--- config.mk ---
export PLATFORM = sky130hd
export DESIGN_NAME = text_to_integer_parser_unit
export DESIGN_NICKNAME = d
export VERILOG_FILES = /design/src/hdl/ttip_pkg.sv /design/src/hdl/ttip_core.sv /design/src/hdl/text_to_integer_parser_unit.sv
export SDC_FILE = /design/constraint.sdc
export NUM_CORES = 1
export LEC_CHECK = 0
export BUFFER_PORTS_ARGS = -buffer_cell sky130_fd_sc_hd__buf_2
export CAP_MARGIN = 10
export CORE_MARGIN = 5
export CORE_UTILIZATION = 40
export DETAILED_ROUTE_END_ITERATION = 8
export GPL_TIMING_DRIVEN = 1
export PLACE_DENSITY_LB_ADDON = 0.15
export SKIP_CTS_REPAIR_TIMING = 1
export SYNTH_ARGS = -nofsm -noshare
export SYNTH_HDL_FRONTEND = slang
export SYNTH_SLANG_ARGS = --single-unit
--- constraint.sdc ---
create_clock -name clk -period 11.7 [get_ports clk]
set_input_delay 0.585 -clock clk [delete_from_list [all_inputs] [get_ports clk]]
set_output_delay 0.585 -clock clk [all_outputs]
set_load 0.005 [all_outputs]
--- src/hdl/ttip_pkg.sv ---
// Shared types, character codes and helper functions for the text to integer parser.
// No dependencies; used by ttip_core and text_to_integer_parser_unit.
package ttip_pkg;

    localparam int VALUE_BITS_DEF = 32;  // default accumulator width
    localparam int VALUE_OUT_BITS = 32;  // width of the value field in a result word
    localparam int CHAR_BITS      = 16;  // width of a wide character
    localparam int COUNT_BITS     = 16;  // width of the digit count

    localparam logic [CHAR_BITS-1:0] CH_ZERO  = 16'h0030;
    localparam logic [CHAR_BITS-1:0] CH_NINE  = 16'h0039;
    localparam logic [CHAR_BITS-1:0] CH_MINUS = 16'h002D;
    localparam logic [CHAR_BITS-1:0] CH_PLUS  = 16'h002B;
    localparam logic [CHAR_BITS-1:0] CH_X_LO  = 16'h0078;
    localparam logic [CHAR_BITS-1:0] CH_X_UP  = 16'h0058;
    localparam logic [CHAR_BITS-1:0] CH_A_LO  = 16'h0061;
    localparam logic [CHAR_BITS-1:0] CH_Z_LO  = 16'h007A;
    localparam logic [CHAR_BITS-1:0] CH_A_UP  = 16'h0041;
    localparam logic [CHAR_BITS-1:0] CH_Z_UP  = 16'h005A;

    localparam logic [5:0] NO_DIGIT = 6'h3F;

    // base_select codes
    typedef enum logic [1:0] {
        BASE_AUTO,
        BASE_OCT,
        BASE_DEC,
        BASE_HEX
    } base_t;

    // One parsed number as it leaves the block.
    typedef struct packed {
        logic [VALUE_OUT_BITS-1:0] value;
        logic                      is_negative;
        logic [COUNT_BITS-1:0]     digit_count;
        logic                      status;
        logic [CHAR_BITS-1:0]      stop_character;
        logic                      ended_by_text_end;
    } result_t;

    function automatic logic is_space(input logic [CHAR_BITS-1:0] c);
        return (c == 16'h0020) || (c == 16'h0009) || (c == 16'h000A) ||
               (c == 16'h000D) || (c == 16'h000C) || (c == 16'h000B);
    endfunction

    // Digit value of 0-9, a-z, A-Z; NO_DIGIT for anything else.
    function automatic logic [5:0] digit_value(input logic [CHAR_BITS-1:0] c);
        logic [5:0] d;
        d = NO_DIGIT;
        if (c >= CH_ZERO && c <= CH_NINE)
            d = 6'(c[6:0] - 7'h30);
        else if (c >= CH_A_LO && c <= CH_Z_LO)
            d = 6'(c[6:0] - 7'h57);
        else if (c >= CH_A_UP && c <= CH_Z_UP)
            d = 6'(c[6:0] - 7'h37);
        return d;
    endfunction

endpackage

--- src/hdl/ttip_core.sv ---
// Parse state machine and shift-add accumulator: one character per enabled cycle.
// Depends on ttip_pkg.
module ttip_core #(
    parameter int VALUE_BITS = ttip_pkg::VALUE_BITS_DEF
) (
    input  logic                           clk,
    input  logic                           rst_n,
    input  logic                           step_en,
    input  logic                           kind,
    input  logic [ttip_pkg::CHAR_BITS-1:0] character,
    input  logic [1:0]                     base_select,
    output logic                           emit,
    output ttip_pkg::result_t              result
);

    typedef enum logic [1:0] {
        PH_SKIP,
        PH_SIGN,
        PH_ZERO,
        PH_DIGITS
    } phase_t;

    localparam int OUT_BITS = ttip_pkg::VALUE_OUT_BITS;
    localparam int CNT_BITS = ttip_pkg::COUNT_BITS;

    phase_t                phase_reg, phase_next;
    ttip_pkg::base_t       base_reg, base_next;
    logic                  minus_reg, minus_next;
    logic [VALUE_BITS-1:0] acc_reg, acc_next;
    logic [CNT_BITS-1:0]   digits_reg, digits_next;

    ttip_pkg::base_t       base_eff;
    ttip_pkg::base_t       step_base;
    logic [VALUE_BITS-1:0] step_acc;
    logic [CNT_BITS-1:0]   step_digits;
    logic                  do_step;
    logic [5:0]            dval;
    logic [5:0]            radix;
    logic [VALUE_BITS-1:0] scaled;
    logic [VALUE_BITS-1:0] emit_acc;
    logic [CNT_BITS-1:0]   emit_digits;
    logic [VALUE_BITS-1:0] signed_acc;
    logic [ttip_pkg::CHAR_BITS-1:0] stop_char;
    logic                  at_end;

    assign dval = ttip_pkg::digit_value(character);

    always_comb
    begin
        base_eff    = (phase_reg == PH_SKIP) ? ttip_pkg::base_t'(base_select) : base_reg;
        phase_next  = phase_reg;
        base_next   = base_eff;
        minus_next  = minus_reg;
        acc_next    = acc_reg;
        digits_next = digits_reg;
        step_base   = base_eff;
        step_acc    = acc_reg;
        step_digits = digits_reg;
        do_step     = 1'b0;
        emit        = 1'b0;
        emit_acc    = acc_reg;
        emit_digits = digits_reg;
        stop_char   = character;
        at_end      = 1'b0;
        radix       = 6'd10;
        scaled      = '0;

        if (kind)
        begin
            emit      = 1'b1;
            at_end    = 1'b1;
            stop_char = '0;
            // a pending leading zero is a complete number of one digit
            if (phase_reg == PH_ZERO)
            begin
                emit_acc    = '0;
                emit_digits = CNT_BITS'(1);
            end
        end
        else
        begin
            unique case (phase_reg) inside
                PH_SKIP, PH_SIGN:
                begin
                    if (phase_reg == PH_SKIP && ttip_pkg::is_space(character))
                    begin
                        phase_next = PH_SKIP;
                    end
                    else if (phase_reg == PH_SKIP && character == ttip_pkg::CH_MINUS)
                    begin
                        minus_next = 1'b1;
                        phase_next = PH_SIGN;
                    end
                    else if (phase_reg == PH_SKIP && character == ttip_pkg::CH_PLUS)
                    begin
                        phase_next = PH_SIGN;
                    end
                    else if (character == ttip_pkg::CH_ZERO &&
                             (base_eff == ttip_pkg::BASE_AUTO ||
                              base_eff == ttip_pkg::BASE_HEX))
                    begin
                        phase_next = PH_ZERO;
                    end
                    else
                    begin
                        step_base = (base_eff == ttip_pkg::BASE_AUTO) ? ttip_pkg::BASE_DEC
                                                                       : base_eff;
                        base_next = step_base;
                        do_step   = 1'b1;
                    end
                end
                PH_ZERO:
                begin
                    if (character == ttip_pkg::CH_X_LO || character == ttip_pkg::CH_X_UP)
                    begin
                        base_next   = ttip_pkg::BASE_HEX;
                        acc_next    = '0;
                        digits_next = '0;
                        phase_next  = PH_DIGITS;
                    end
                    else
                    begin
                        // the zero itself counts as a digit
                        step_base   = (base_eff == ttip_pkg::BASE_AUTO) ? ttip_pkg::BASE_OCT
                                                                         : base_eff;
                        base_next   = step_base;
                        step_acc    = '0;
                        step_digits = CNT_BITS'(1);
                        emit_acc    = '0;
                        emit_digits = CNT_BITS'(1);
                        do_step     = 1'b1;
                    end
                end
                PH_DIGITS:
                begin
                    do_step = 1'b1;
                end
                default:
                begin
                    do_step = 1'b0;
                end
            endcase

            case (step_base)
                ttip_pkg::BASE_OCT:
                begin
                    radix  = 6'd8;
                    scaled = step_acc << 3;
                end
                ttip_pkg::BASE_HEX:
                begin
                    radix  = 6'd16;
                    scaled = step_acc << 4;
                end
                default:
                begin
                    radix  = 6'd10;
                    scaled = (step_acc << 3) + (step_acc << 1);
                end
            endcase

            if (do_step)
            begin
                if (dval < radix)
                begin
                    acc_next    = scaled + {{(VALUE_BITS-4){1'b0}}, dval[3:0]};
                    digits_next = (step_digits == '1) ? step_digits
                                                      : step_digits + CNT_BITS'(1);
                    phase_next  = PH_DIGITS;
                end
                else
                begin
                    emit = 1'b1;
                end
            end
        end

        // drop the number once it is reported
        if (emit)
        begin
            phase_next  = PH_SKIP;
            base_next   = ttip_pkg::BASE_AUTO;
            minus_next  = 1'b0;
            acc_next    = '0;
            digits_next = '0;
        end
    end

    assign signed_acc = minus_reg ? (~emit_acc + VALUE_BITS'(1)) : emit_acc;

    generate
        if (VALUE_BITS >= OUT_BITS)
        begin : g_value_trunc
            assign result.value = signed_acc[OUT_BITS-1:0];
        end
        else
        begin : g_value_ext
            assign result.value = {{(OUT_BITS-VALUE_BITS){1'b0}}, signed_acc};
        end
    endgenerate

    assign result.is_negative       = minus_reg;
    assign result.digit_count       = emit_digits;
    assign result.status            = (emit_digits == '0);
    assign result.stop_character    = stop_char;
    assign result.ended_by_text_end = at_end;

    always_ff @(posedge clk or negedge rst_n)
    begin
        if (!rst_n)
        begin
            phase_reg  <= PH_SKIP;
            base_reg   <= ttip_pkg::BASE_AUTO;
            minus_reg  <= 1'b0;
            acc_reg    <= '0;
            digits_reg <= '0;
        end
        else if (step_en)
        begin
            phase_reg  <= phase_next;
            base_reg   <= base_next;
            minus_reg  <= minus_next;
            acc_reg    <= acc_next;
            digits_reg <= digits_next;
        end
    end

endmodule

--- src/hdl/text_to_integer_parser_unit.sv ---
// Top level of the streaming text to integer parser: input and result registers around ttip_core.
// Depends on ttip_pkg and ttip_core.

// The parser takes one wide character per word and turns runs of text into integers the
// way strtol does: leading whitespace is skipped, one '+' or '-' is taken, "0x"/"0X" is
// recognized in auto and hex mode, and a leading zero selects octal in auto mode. Digits
// below the base are accumulated modulo 2^VALUE_BITS. The first character that is not a
// digit, or an end-of-text word (s_tuser high), ends the number and produces exactly one
// result word; the stopping character is reported and dropped, it does not start the next
// number. Words that do not end a number produce no result. base_select is sampled with
// every word taken while whitespace is being skipped. Rate: one word per clock, sustained;
// words that do not end a number keep flowing while a result waits, and only a word that
// ends a number holds while the previous result is still unread. The figure is set by the
// parse state loop, which closes through the shift-add accumulator (x8, x10 or x16 plus
// digit). An accepted input word passes through the input register and the core's
// combinational step into the result register on the output.
module text_to_integer_parser_unit #(
    parameter int VALUE_BITS = ttip_pkg::VALUE_BITS_DEF
) (
    input  logic        clk,
    input  logic        rst_n,
    // input words
    input  logic        s_tvalid,
    output logic        s_tready,
    input  logic [23:0] s_tdata,   // [15:0] character, [17:16] base_select, [23:18] zero
    input  logic        s_tuser,   // [0] kind (1 = end of text)
    // result words
    output logic        m_tvalid,
    input  logic        m_tready,
    output logic [71:0] m_tdata,   // [31:0] value, [32] is_negative, [48:33] digit_count,
                                   // [64:49] stop_character, [71:65] zero
    output logic [1:0]  m_tuser    // [0] status, [1] ended_by_text_end
);

    localparam int CB = ttip_pkg::CHAR_BITS;

    // input register
    logic          in_valid_reg, in_valid_next;
    logic          in_kind_reg;
    logic [CB-1:0] in_char_reg;
    logic [1:0]    in_base_reg;

    // result register
    logic               out_valid_reg, out_valid_next;
    ttip_pkg::result_t  out_data_reg;

    logic               advance;
    logic               emit;
    ttip_pkg::result_t  result;

    // Advance the held word unless it ends a number while the result register is
    // full and not being emptied.
    assign advance  = in_valid_reg && (!emit || !out_valid_reg || m_tready);
    assign s_tready = !in_valid_reg || advance;

    ttip_core #(
        .VALUE_BITS (VALUE_BITS)
    ) u_core (
        .clk         (clk),
        .rst_n       (rst_n),
        .step_en     (advance),
        .kind        (in_kind_reg),
        .character   (in_char_reg),
        .base_select (in_base_reg),
        .emit        (emit),
        .result      (result)
    );

    always_comb
    begin
        in_valid_next = in_valid_reg;
        if (s_tvalid && s_tready)
            in_valid_next = 1'b1;
        else if (advance)
            in_valid_next = 1'b0;

        // hold a result until taken; load a new one when an advancing word makes the core emit
        out_valid_next = out_valid_reg && !m_tready;
        if (advance && emit)
            out_valid_next = 1'b1;
    end

    always_ff @(posedge clk or negedge rst_n)
    begin
        if (!rst_n)
        begin
            in_valid_reg  <= 1'b0;
            out_valid_reg <= 1'b0;
        end
        else
        begin
            in_valid_reg  <= in_valid_next;
            out_valid_reg <= out_valid_next;
        end
    end

    // payload registers need no reset
    always_ff @(posedge clk)
    begin
        if (s_tvalid && s_tready)
        begin
            in_kind_reg <= s_tuser;
            in_char_reg <= s_tdata[CB-1:0];
            in_base_reg <= s_tdata[CB+1:CB];
        end
        if (advance && emit)
            out_data_reg <= result;
    end

    assign m_tvalid = out_valid_reg;
    assign m_tdata  = {7'b0,
                       out_data_reg.stop_character,
                       out_data_reg.digit_count,
                       out_data_reg.is_negative,
                       out_data_reg.value};
    assign m_tuser  = {out_data_reg.ended_by_text_end, out_data_reg.status};

    // no digits means a zero value
    a_empty_is_zero: assert property (@(posedge clk) disable iff (!rst_n)
        m_tvalid && m_tuser[0] |-> m_tdata[31:0] == 32'd0)
        else $error("empty number reported with nonzero value");

    // status and digit count agree
    a_status_count: assert property (@(posedge clk) disable iff (!rst_n)
        m_tvalid |-> (m_tuser[0] == (m_tdata[48:33] == 16'd0)))
        else $error("status disagrees with digit count");

    // end of text reports a zero stop character
    a_end_stop_zero: assert property (@(posedge clk) disable iff (!rst_n)
        m_tvalid && m_tuser[1] |-> m_tdata[64:49] == 16'd0)
        else $error("end of text reported with a stop character");

    // a held word that cannot advance is not lost
    a_input_held: assert property (@(posedge clk) disable iff (!rst_n)
        in_valid_reg && !advance |=> in_valid_reg && $stable(in_char_reg))
        else $error("input word dropped while stalled");

endmodule

### Yosys cells after proc, flatten, opt, wreduce, memory -nomap -nowiden

Cells that the tools add are included.

* bits in registers: 141
* output and inout port bits: 76
* logic and storage cells: 159

* add/subtract/negate cells: 7
* order comparisons: 7
* eq/ne operators: 20
* mux-type cells: 74
* bitwise logic cells: 1
* reductions and logical operators: 34

Operators with widths (count)
* $mux W32: 12
* $mux W16: 12
* $eq A16 B4 Y1 const B: 5
* $eq A16 B6 Y1 const B: 4
* $pmux W32 S2: 1
* $mux W2: 21
* $add A32 B1 Y32 const B: 1
* $add A32 B32 Y32: 1
* $add A32 B4 Y32: 1
* $eq A16 B7 Y1 const B: 2
* $ge A16 B7 Y1 const B: 2
* $le A16 B7 Y1 const B: 2
* $not A32 Y32: 1
* $mux W31: 1
* $mux W6: 4
* $mux W1: 18
* $add A16 B1 Y16 const B: 1
* $eq A16 B16 Y1 const B: 1
* $ge A16 B6 Y1 const B: 1
* $le A16 B6 Y1 const B: 1
* $logic_not A16 Y1: 1
* $pmux W2 S2: 3
* $sub A6 B6 Y6 const B: 2
* $logic_and A1 B1 Y1: 11
* other kinds (15): 34

### Logic depth before layout (Yosys ltp)

Gate-level depths: netlist (run 1).

* depth after elaboration: 25
* gate-level depth with buffers: 27
* mapped depth without buffers: 20

### Modules after synthesis

A second synthesis (run 1) with hierarchy kept.

* cells, all modules: 1245
* area total of the unflattened synthesis: 10695.3 um^2

Modules (own cells, without submodules)
* ttip_core: times used 1, cells an instance 1141, area each 7948.9 um^2, seq. area each 1326.3 um^2
* text_to_integer_parser_unit: times used 1, cells an instance 104, area each 2746.4 um^2, seq. area each 2632.5 um^2

### Worst setup path after synthesis (run 1)

No wires, ideal clock.

* path type: register to register
* start point: reg u_core.phase_reg[1]
* end point: reg out_data_reg (netlist bit m_tdata[0]), enable pin
* setup time: 0.496 ns
* data arrival time: 6.608 ns
* data required time: 11.204 ns
* slack: 4.596 ns
* stages on the path, launching flop included: 19
* path buffers: 3
* period minus slack after synthesis: 7.104 ns
* cells stage by stage: dfrtp_1 -> buf_2 -> nor2_2 -> mux2_2 -> clkbuf_1 -> ha_1 -> nand4_1 -> a21oi_4 -> nor3_2 -> nor2_1 -> clkbuf_1 -> nor2_1 -> ha_1 -> o31ai_1 -> a21boi_1 -> nor2_1 -> nor2_1 -> nor2_1 -> nor2_1

* cells in the longest elaborated chain, start to end: 23

Ends and longest elaborated chain
* start: declaration: line ttip_core.sv:26 `phase_t phase_reg, phase_next;`
* start signal: assignment: line ttip_core.sv:220 `phase_reg <= phase_next;`
* $logic_not A2 Y1
* $mux W2: line ttip_core.sv:50 `base_eff = (phase_reg == PH_SKIP) ? ttip_pkg::base_t'(base_select) : base_reg;`
* $eq A2 B2 Y1 / $logic_not A2 Y1 (equally long branches)
* $logic_or A1 B1 Y1: line ttip_core.sv:99 `(base_eff == ttip_pkg::BASE_AUTO ||`
* $logic_and A1 B1 Y1: line ttip_core.sv:98 `else if (character == ttip_pkg::CH_ZERO &&`
* $mux W2: line ttip_core.sv:98
* $mux W2: line ttip_core.sv:94 `else if (phase_reg == PH_SKIP && character == ttip_pkg::CH_PLUS)`
* $mux W2: line ttip_core.sv:89 `else if (phase_reg == PH_SKIP && character == ttip_pkg::CH_MINUS)`
* (+6 left out)
* $lt A6 B6 Y1: line ttip_core.sv:164 `if (dval < radix)`
* $mux W1: line ttip_core.sv:164
* $mux W1 *: line ttip_core.sv:162 `if (do_step)`
* $mux W1 *: line ttip_core.sv:68 `if (kind)`
* $logic_not A1 Y1: line text_to_integer_parser_unit.sv:53 `assign advance = in_valid_reg && (!emit || !out_valid_reg || m_tready);`
* $logic_or A1 B1 Y1 (2 in a row): line text_to_integer_parser_unit.sv:53
* $logic_and A1 B1 Y1: line text_to_integer_parser_unit.sv:53
* $logic_and A1 B1 Y1 *: line text_to_integer_parser_unit.sv:106 `if (advance && emit)`
* end signal: assignment: line text_to_integer_parser_unit.sv:107 `out_data_reg <= result;`
* end: declaration: line text_to_integer_parser_unit.sv:45 `ttip_pkg::result_t out_data_reg;`

Every way passes the cells marked *; elsewhere a longest branch is shown, timed or not. The select of a mux whose other input is x is not followed.
A chain may end at the register's enable or synchronous reset.

### Final worst setup path (run 1)

* start point: reg in_char_reg[8]
* end point: reg u_core.acc_reg[24]

* cells in the longest elaborated chain, start to end: 22

Ends and longest elaborated chain
* start: declaration: line text_to_integer_parser_unit.sv:40 `logic [CB-1:0] in_char_reg;`
* start signal: assignment: line text_to_integer_parser_unit.sv:103 `in_char_reg <= s_tdata[CB-1:0];`
* parallel branches: the longest is 22 deep, another holds $add A32 B32 Y32
* end signal: assignment: line ttip_core.sv:223 `acc_reg <= acc_next;`
* end: declaration: line ttip_core.sv:29 `logic [VALUE_BITS-1:0] acc_reg, acc_next;`

Parallel ways; which one is timed is not known. The select of a mux whose other input is x is not followed.

==> results of run 1 <==
[power groups by stage]
stage	registers [mW]	logic [mW]	clock network, mW
finish	0.574	0.114	0.546
global route	0.577	0.126	0.580
CTS	0.574	0.115	0.554
detailed placement	0.584	0.114	0
global placement	0.584	0.114	0
floorplan	0.584	0.0642	0
[critical path, delay by kind of cell, from the launching register on]
family / cells / cell delay, ns
compound gates: 8 / 2.54
xor+xnor: 1 / 0.22
fa+ha+maj: 1 / 0.35
buf+inv: 1 / 0.58
flops: 1 / 0.41
mux: 1 / 0.38
simple gates: 5 / 2.09
[cells in the final DEF, fill, tap and decap left out, types with 6 or more instances in the layout]
cell       count
nand2_1      127
nor2_1       122
o21ai_0      102
buf_2         91
edfxtp_1      86
a21oi_1       81
dfrtp_1       55
inv_1         47
xnor2_1       47
ha_1          43
nor3_1        42
nand3_1       38
and2_1        34
xor2_1        34
a31oi_1       28
a21o_1        23
and3_1        20
o31ai_1       19
nor2b_1       18
clkbuf_16     17
o211ai_1      16
buf_4         15
nand2b_1      14
nor4_1        13
a211oi_1      13
nand4_1       12
nand3b_1       9
or3_1          9
o21bai_1       8
o22ai_1        8
o2111ai_1      8
mux2_2         7
a41oi_1        7
or2_2          7
mux2i_1        7
conb_1         7
a21boi_0       6
a211o_1        6
a22o_1         6
inv_6          6
[worst max-delay path by stage]
stage / start / to / cells after the start
floorplan: u_core.phase_reg[1] / m_tdata[0] / 18
global placement: in_char_reg[8] / u_core.acc_reg[28] / 18
detailed placement: in_char_reg[8] / u_core.acc_reg[24] / 17
CTS: in_char_reg[8] / u_core.acc_reg[24] / 18
global route: in_char_reg[8] / u_core.acc_reg[29] / 18
finish: in_char_reg[8] / u_core.acc_reg[24] / 17
[metal layers]
layer	vias to the layer above	routed length, um	track usage (%)
met2	345	15000	32.8
met4	0	240	3.38
met5	-	0	0
li1	5013	-	-
met1	5001	16600	32.6
met3	18	2170	2.97
[cells by family after synthesis]
logic type	synth area share [%]
other	0.0332
adders and majority gates	5.21
AOI/OAI and AO/OA	23.9
xor gates and xnor gates	6.28
DFF	35.1
muxes	1.32
and+or+nand+nor	23.2
buffers and inverters	5.09
[stage by stage]
| step | hold WS [ns] | total power [mW] | util (%) | std cells |
|---|---|---|---|---|
| final | 0.312 | 1.23 | 45.1 | 1767 |
| after global routing | 0.299 | 1.28 | 45.1 | 1767 |
| after CTS | 0.311 | 1.24 | 45.1 | 1767 |
| after detailed placement | 0.470 | 0.699 | 43.0 | 1735 |
| after global placement | 0.461 | 0.698 | 43.0 | 1735 |
| after floorplan | 0.289 | 0.649 | - | 1341 |
[final cells by class]
cell class / instances / area [um2] / share of cell area, %
Multi-Input combinational cell: 1063 / 6810 / 54.2
Sequential cell: 141 / 3960 / 31.5
Timing Repair Buffer: 106 / 568 / 4.52
Tap cell: 378 / 473 / 3.77
Clock buffer: 17 / 425 / 3.39
Inverter: 47 / 176 / 1.40
Clock inverter: 15 / 150 / 1.20
==> impl_metrics.env, run 1 <==
export IMPL_outcome="complete, no violations"
export IMPL_synth_commonest_cells="127 x nand2_1, 124 x nor2_1, 103 x o21ai_0"
export IMPL_cts_max_level=4
export IMPL_cp_cell_sequence="nor4_2 -> a41o_2 -> buf_4 -> and2_1 -> ha_1 -> a21oi_1 -> o221ai_1 -> a2111oi_0 -> o41ai_1 -> a221oi_1 -> mux2i_1 -> o2111ai_1 -> or4_1 -> nor3_2 -> xor2_1 -> nand2_1 -> a31o_1"
export IMPL_clk_pin_slew_ns=0.06
export IMPL_ys_top_cells_by_area="edfxtp_1 23%, dfrtp_1 12%, ha_1 4.8%"
export IMPL_die_area_um2=31700
export IMPL_track_usage_pct=21.4
export IMPL_fin_nets=1449
export IMPL_yosys_warnings=0
export IMPL_drtAntennaViolNets=0
export IMPL_start_util_pct=40.5
export IMPL_cp_max_fo=69
export IMPL_die_w_um=178
export IMPL_num_fill_cells=2765
export IMPL_r2r_cells=17
export IMPL_grt_max_degree=70
export IMPL_cts_tree="built"
export IMPL_maxSlewHeadroom_pct=24.6
export IMPL_place_port_buffers=91
export IMPL_worstSetupEndpointType="flop"
export IMPL_p_sw_uw=333
export IMPL_synth_area_leader_cell="edfxtp_1"
export IMPL_clkSinkCount=141
export IMPL_synth_area_um2=11300
export IMPL_wirelength_um=34000
export IMPL_critical_path_arrival_ns=7.03
export IMPL_startpoint_type="flop"
export IMPL_core_area_um2=27900
export IMPL_slew_viol_final=0
export IMPL_overflow=0
export IMPL_grt_pass1_wl_um=53900
export IMPL_power_frac_clock_pct=44.3
export IMPL_switching_share_pct=27.0
export IMPL_antenna_found_initial=0
export IMPL_tns_ns=0
export IMPL_largest_reg_flops=65
export IMPL_cp_slowest_stage_delay_ns=0.77
export IMPL_reg2reg_from="in_char_reg[8]"
export IMPL_synth_most_common_cell="nand2_1"
export IMPL_path_class="reg2reg"
export IMPL_grt_pass1_vias=9519
export IMPL_async_reset_ff_share_pct=39.0
export IMPL_cap_violations=0
export IMPL_dp_hpwl_um=25100
export IMPL_ys_seq_area_share_pct=35.1
export IMPL_slowest_stage="nor4_2"
export IMPL_vias_per_cell=5.87
export IMPL_post_dp_cell_area_um2=12000
export IMPL_gp_congestion=0.890
export IMPL_ys_ff_latch=141
export IMPL_cp_required_ns=12.01
export IMPL_synth_cell_types=96
export IMPL_root_buffer="clkbuf_16"
export IMPL_hold_viol_final=0
export IMPL_cts_buffers=17
export IMPL_pwr_share_comb_pct=9.2
export IMPL_fin_crit_sh_pct=57.4
export IMPL_fmax_mhz=149
export IMPL_power_per_cell_area_nw_per_um2=98.2
export IMPL_place_ws_ns=5.11
export IMPL_p_int_uw=900
export IMPL_wl_per_cell_um=19.2
export IMPL_die_height_um=178
export IMPL_num_antenna_cells=0
export IMPL_clock_skew_ns=0.0174
export IMPL_period_needed_ns=6.72
export IMPL_r2r_end="u_core.acc_reg[24]"
export IMPL_area_growth_pct=11.2
export IMPL_tightestPinTransition_ns=1.13
export IMPL_clk_latency_ns=0.43
export IMPL_ir_drop_v=0.0000929
export IMPL_worst_slack_ns=4.98
export IMPL_rsz0062_at_grt="false"
export IMPL_seq_power_share_pct=46.5
export IMPL_syn_instance_count=1335
export IMPL_drtIter0Drc=999
export IMPL_dominantRegCellSynth="edfxtp_1"
export IMPL_dr_pass1_iters=5
export IMPL_num_vias=10377
export IMPL_num_rows=61
export IMPL_ios=105
export IMPL_setup_viol=0
export IMPL_avgSynthCellArea_um2=8.46
export IMPL_hold_class="in2async"
export IMPL_clockBufferDepth=2
export IMPL_design_area_um2=12600
export IMPL_p_leak_nw=5.33
export IMPL_drive_gt1_share_pct=13.2
export IMPL_synth_edf_count=86
export IMPL_r2r_setup_slack_ns=4.98
export IMPL_yosysTopAreaCellShare_pct=22.9
export IMPL_drc=0
No activity file was read; power rests on OpenSTA's default activity.
==> inputs of run 2 (changes only) <==
--- a/config.mk
+++ b/config.mk
@@ -5,6 +5,7 @@
 export SDC_FILE = /design/constraint.sdc
 export NUM_CORES = 1
 export LEC_CHECK = 0
+export ABC_AREA = 1
 export BUFFER_PORTS_ARGS = -buffer_cell sky130_fd_sc_hd__buf_2
 export CAP_MARGIN = 10
 export CORE_MARGIN = 5
==> constraint.sdc (replaced) <==
create_clock -name clk -period 6.22 [get_ports clk]
set_input_delay 0.311 -clock clk [delete_from_list [all_inputs] [get_ports clk]]
set_output_delay 0.311 -clock clk [all_outputs]
set_load 0.005 [all_outputs]
==> run 2 against run 1 <==
Compared with the run above:
- clock power is 96% higher
- fmax is 34% higher
- core utilization is 0.57 points higher
- largest power group is now combinational cells
- critical path depth is 4 higher
- wire length is 7.9% higher
==> impl_metrics.env, run 2 <==
export IMPL_num_vias=11659
export IMPL_yosys_area_share_simple_pct=33.3
export IMPL_ios=105
export IMPL_die_height_um=181
export IMPL_start_util_pct=40.6
export IMPL_antenna_found_initial=0
export IMPL_ys_top_cells_by_area="edfxtp_1 22%, nand2_1 14%, dfrtp_1 12%"
export IMPL_root_buffer="clkbuf_16"
export IMPL_design_area_um2=13100
export IMPL_whs_ns=0.0419
export IMPL_r2r_cells=21
export IMPL_synth_commonest_cells="424 x nand2_1, 245 x inv_1, 219 x nor2_1"
export IMPL_place_port_buffers=91
export IMPL_wirelength_um=36700
export IMPL_drc=0
export IMPL_synth_top_family_by_area="simple AND/OR/NAND/NOR gates"
export IMPL_reg2reg_from="in_char_reg[5]"
export IMPL_clk_pin_slew_ns=0.08
export IMPL_core_area_um2=28800
export IMPL_r2r_end="u_core.digits_reg[11]"
export IMPL_ys_ff_latch=141
export IMPL_grtUsageMet3_pct=3.88
export IMPL_final_util_pct=45.7
export IMPL_num_rows=62
export IMPL_p_leak_nw=6.35
export IMPL_synth_area_leader_cell="edfxtp_1"
export IMPL_hold_class="in2reg"
export IMPL_vias_per_cell=5.29
export IMPL_yosysTopAreaCellShare_pct=22.1
export IMPL_synthAdderAreaFrac_pct=4.77
export IMPL_async_reset_ff_share_pct=39.0
export IMPL_cts_buffers=17
export IMPL_worst_hold_path_endpoint="in_char_reg[14]"
export IMPL_num_antenna_cells=0
export IMPL_synth_cell_types=61
export IMPL_ir_drop_v=0.000189
export IMPL_hp_start="s_tdata[14]"
export IMPL_grt_pass1_wl_um=58400
export IMPL_synth_edf_count=86
export IMPL_track_usage_pct=21.9
export IMPL_worst_slack_ns=1.22
export IMPL_path_class="reg2reg"
export IMPL_rsz0062_at_grt="false"
export IMPL_die_area_um2=32700
export IMPL_synth_area_mux_share_pct=0.0856
export IMPL_power_per_cell_area_nw_per_um2=315
export IMPL_min_path_cells=1
export IMPL_avgSynthCellArea_um2=6.80
export IMPL_critical_path_arrival_ns=5.33
export IMPL_outcome="complete, no violations"
export IMPL_r2r_setup_slack_ns=1.22
export IMPL_overflow=0
export IMPL_fin_nets=1882
export IMPL_cap_violations=0
export IMPL_drive_gt1_share_pct=12.7
export IMPL_dominantRegCellSynth="edfxtp_1"
export IMPL_synth_most_common_cell="nand2_1"
export IMPL_maxSlewHeadroom_pct=18.3
export IMPL_post_dp_cell_area_um2=12500
export IMPL_cp_max_fo=27
export IMPL_die_w_um=181
export IMPL_cts_tree="built"
export IMPL_final_cell_mix="424 x nand2_1, 244 x inv_1, 218 x nor2_1"
export IMPL_dp_hpwl_um=28300
export IMPL_worstSetupEndpointType="flop"
export IMPL_tightestPinTransition_ns=1.22
export IMPL_fin_crit_sh_pct=80.3
export IMPL_gp_congestion=0.956
export IMPL_fmax_mhz=200
export IMPL_yosys_warnings=0
export IMPL_area_growth_pct=12.4
export IMPL_synth_compound_area_share_pct=13.3
export IMPL_ys_seq_area_share_pct=33.9
export IMPL_startpoint_type="flop"
export IMPL_setup_viol=0
export IMPL_clkSinkCount=141
export IMPL_clock_skew_ns=0.0181
export IMPL_period_needed_ns=5.00
export IMPL_met1_usage_pct=30.8
export IMPL_wl_per_cell_um=16.6
export IMPL_hold_viol_final=0
export IMPL_cts_max_level=4
export IMPL_clockBufferDepth=2
export IMPL_drtAntennaViolNets=0
export IMPL_slew_viol_final=0
export IMPL_cp_required_ns=6.56
export IMPL_syn_instance_count=1720
export IMPL_grt_max_degree=56
export IMPL_busiest_layer="met2"
export IMPL_synth_area_um2=11700
export IMPL_tns_ns=0
export IMPL_grt_pass1_vias=11025
export IMPL_drtIter0Drc=873
export IMPL_clk_latency_ns=0.44
export IMPL_dr_pass1_iters=5
export IMPL_largest_reg_flops=65
export IMPL_use_met2_pct=34.9
export IMPL_layout_commonest_cell="nand2_1"
export IMPL_yosys_area_share_xor_xnor_pct=3.60
export IMPL_place_ws_ns=1.32
==> run 2: cell types whose count changed after synthesis, moves of 38 or more <==
cell,delta
nand3_1,+88
nand2_1,+297
inv_1,+198
nor2_1,+95
clkbuf_1,-40
xnor2_1,-38
==> run 2: how the worst max path moves through the flow <==
stage / start / depth (start not counted) / endpoint / slack [ns]
final: in_char_reg[5] / 21 / u_core.digits_reg[11] / 1.22
after global routing: in_char_reg[5] / 21 / u_core.digits_reg[11] / 0.83
after CTS: in_char_reg[5] / 22 / u_core.acc_reg[19] / 1.29
after detailed placement: in_char_reg[5] / 22 / u_core.acc_reg[19] / 1.32
after global placement: in_char_reg[5] / 22 / u_core.acc_reg[19] / 1.36
after floorplan: u_core.phase_reg[1] / 23 / m_tdata[0] / 1.32
==> run 2: area by class of cell <==
cell class                      instances  area [um2]
Multi-Input combinational cell       1268        6460
Timing Repair Buffer                  113         633
Clock buffer                           17         425
Tap cell                              384         480
Sequential cell                       141        3960
Fill cell                            3001       15600
Clock inverter                         15         170
Inverter                              268        1010
==> run 2: stage by stage <==
stage	power, mW	cells
floorplan	2.52	1726
global placement	3.04	2174
detailed placement	3.05	2174
CTS	4.13	2206
global route	4.42	2206
finish	4.14	2206
==> run 2: critical path: stages (launching register included) <==
cell      delay (ns)
edfxtp_1        0.42
inv_1           0.21
ha_1            0.19
inv_1           0.05
a21oi_1         0.21
nand3_2         0.15
nand2_4         0.08
inv_2           0.06
o21ai_4         0.78
inv_2           0.31
nand2_2         0.17
buf_4           0.29
ha_1            0.30
nand2_1         0.08
nand2_2         0.20
nand2_1         0.17
nand2_2         0.11
nor2_4          0.29
nand2_2         0.19
inv_2           0.31
a21oi_1         0.10
o21ai_0         0.19
==> run 2: kinds of logic (layout without fill, tap and decap cells) <==
| group | Yosys count | in the layout |
|---|---|---|
| buf+inv | 317 | 413 |
| mux | 1 | 1 |
| compound gates | 275 | 275 |
| other cells | 1 | 7 |
| flops | 141 | 141 |
| simple gates | 893 | 893 |
| fa+ha+maj | 44 | 44 |
| xor+xnor | 48 | 48 |
==> run 2: layer usage <==
| layer | up-vias | wire length, um |
|---|---|---|
| met4 | 0 | 862 |
| met1 | 5423 | 17200 |
| li1 | 5792 | - |
| met5 | - | 0 |
| met2 | 386 | 16000 |
| met3 | 58 | 2600 |
==> run 2: where the power goes <==
part           total (mW)  internal (mW)  switching (mW)
clock network        1.07          0.576           0.497
registers            1.20           1.15          0.0529
logic                1.86          0.536            1.33
total                4.14           2.26            1.88
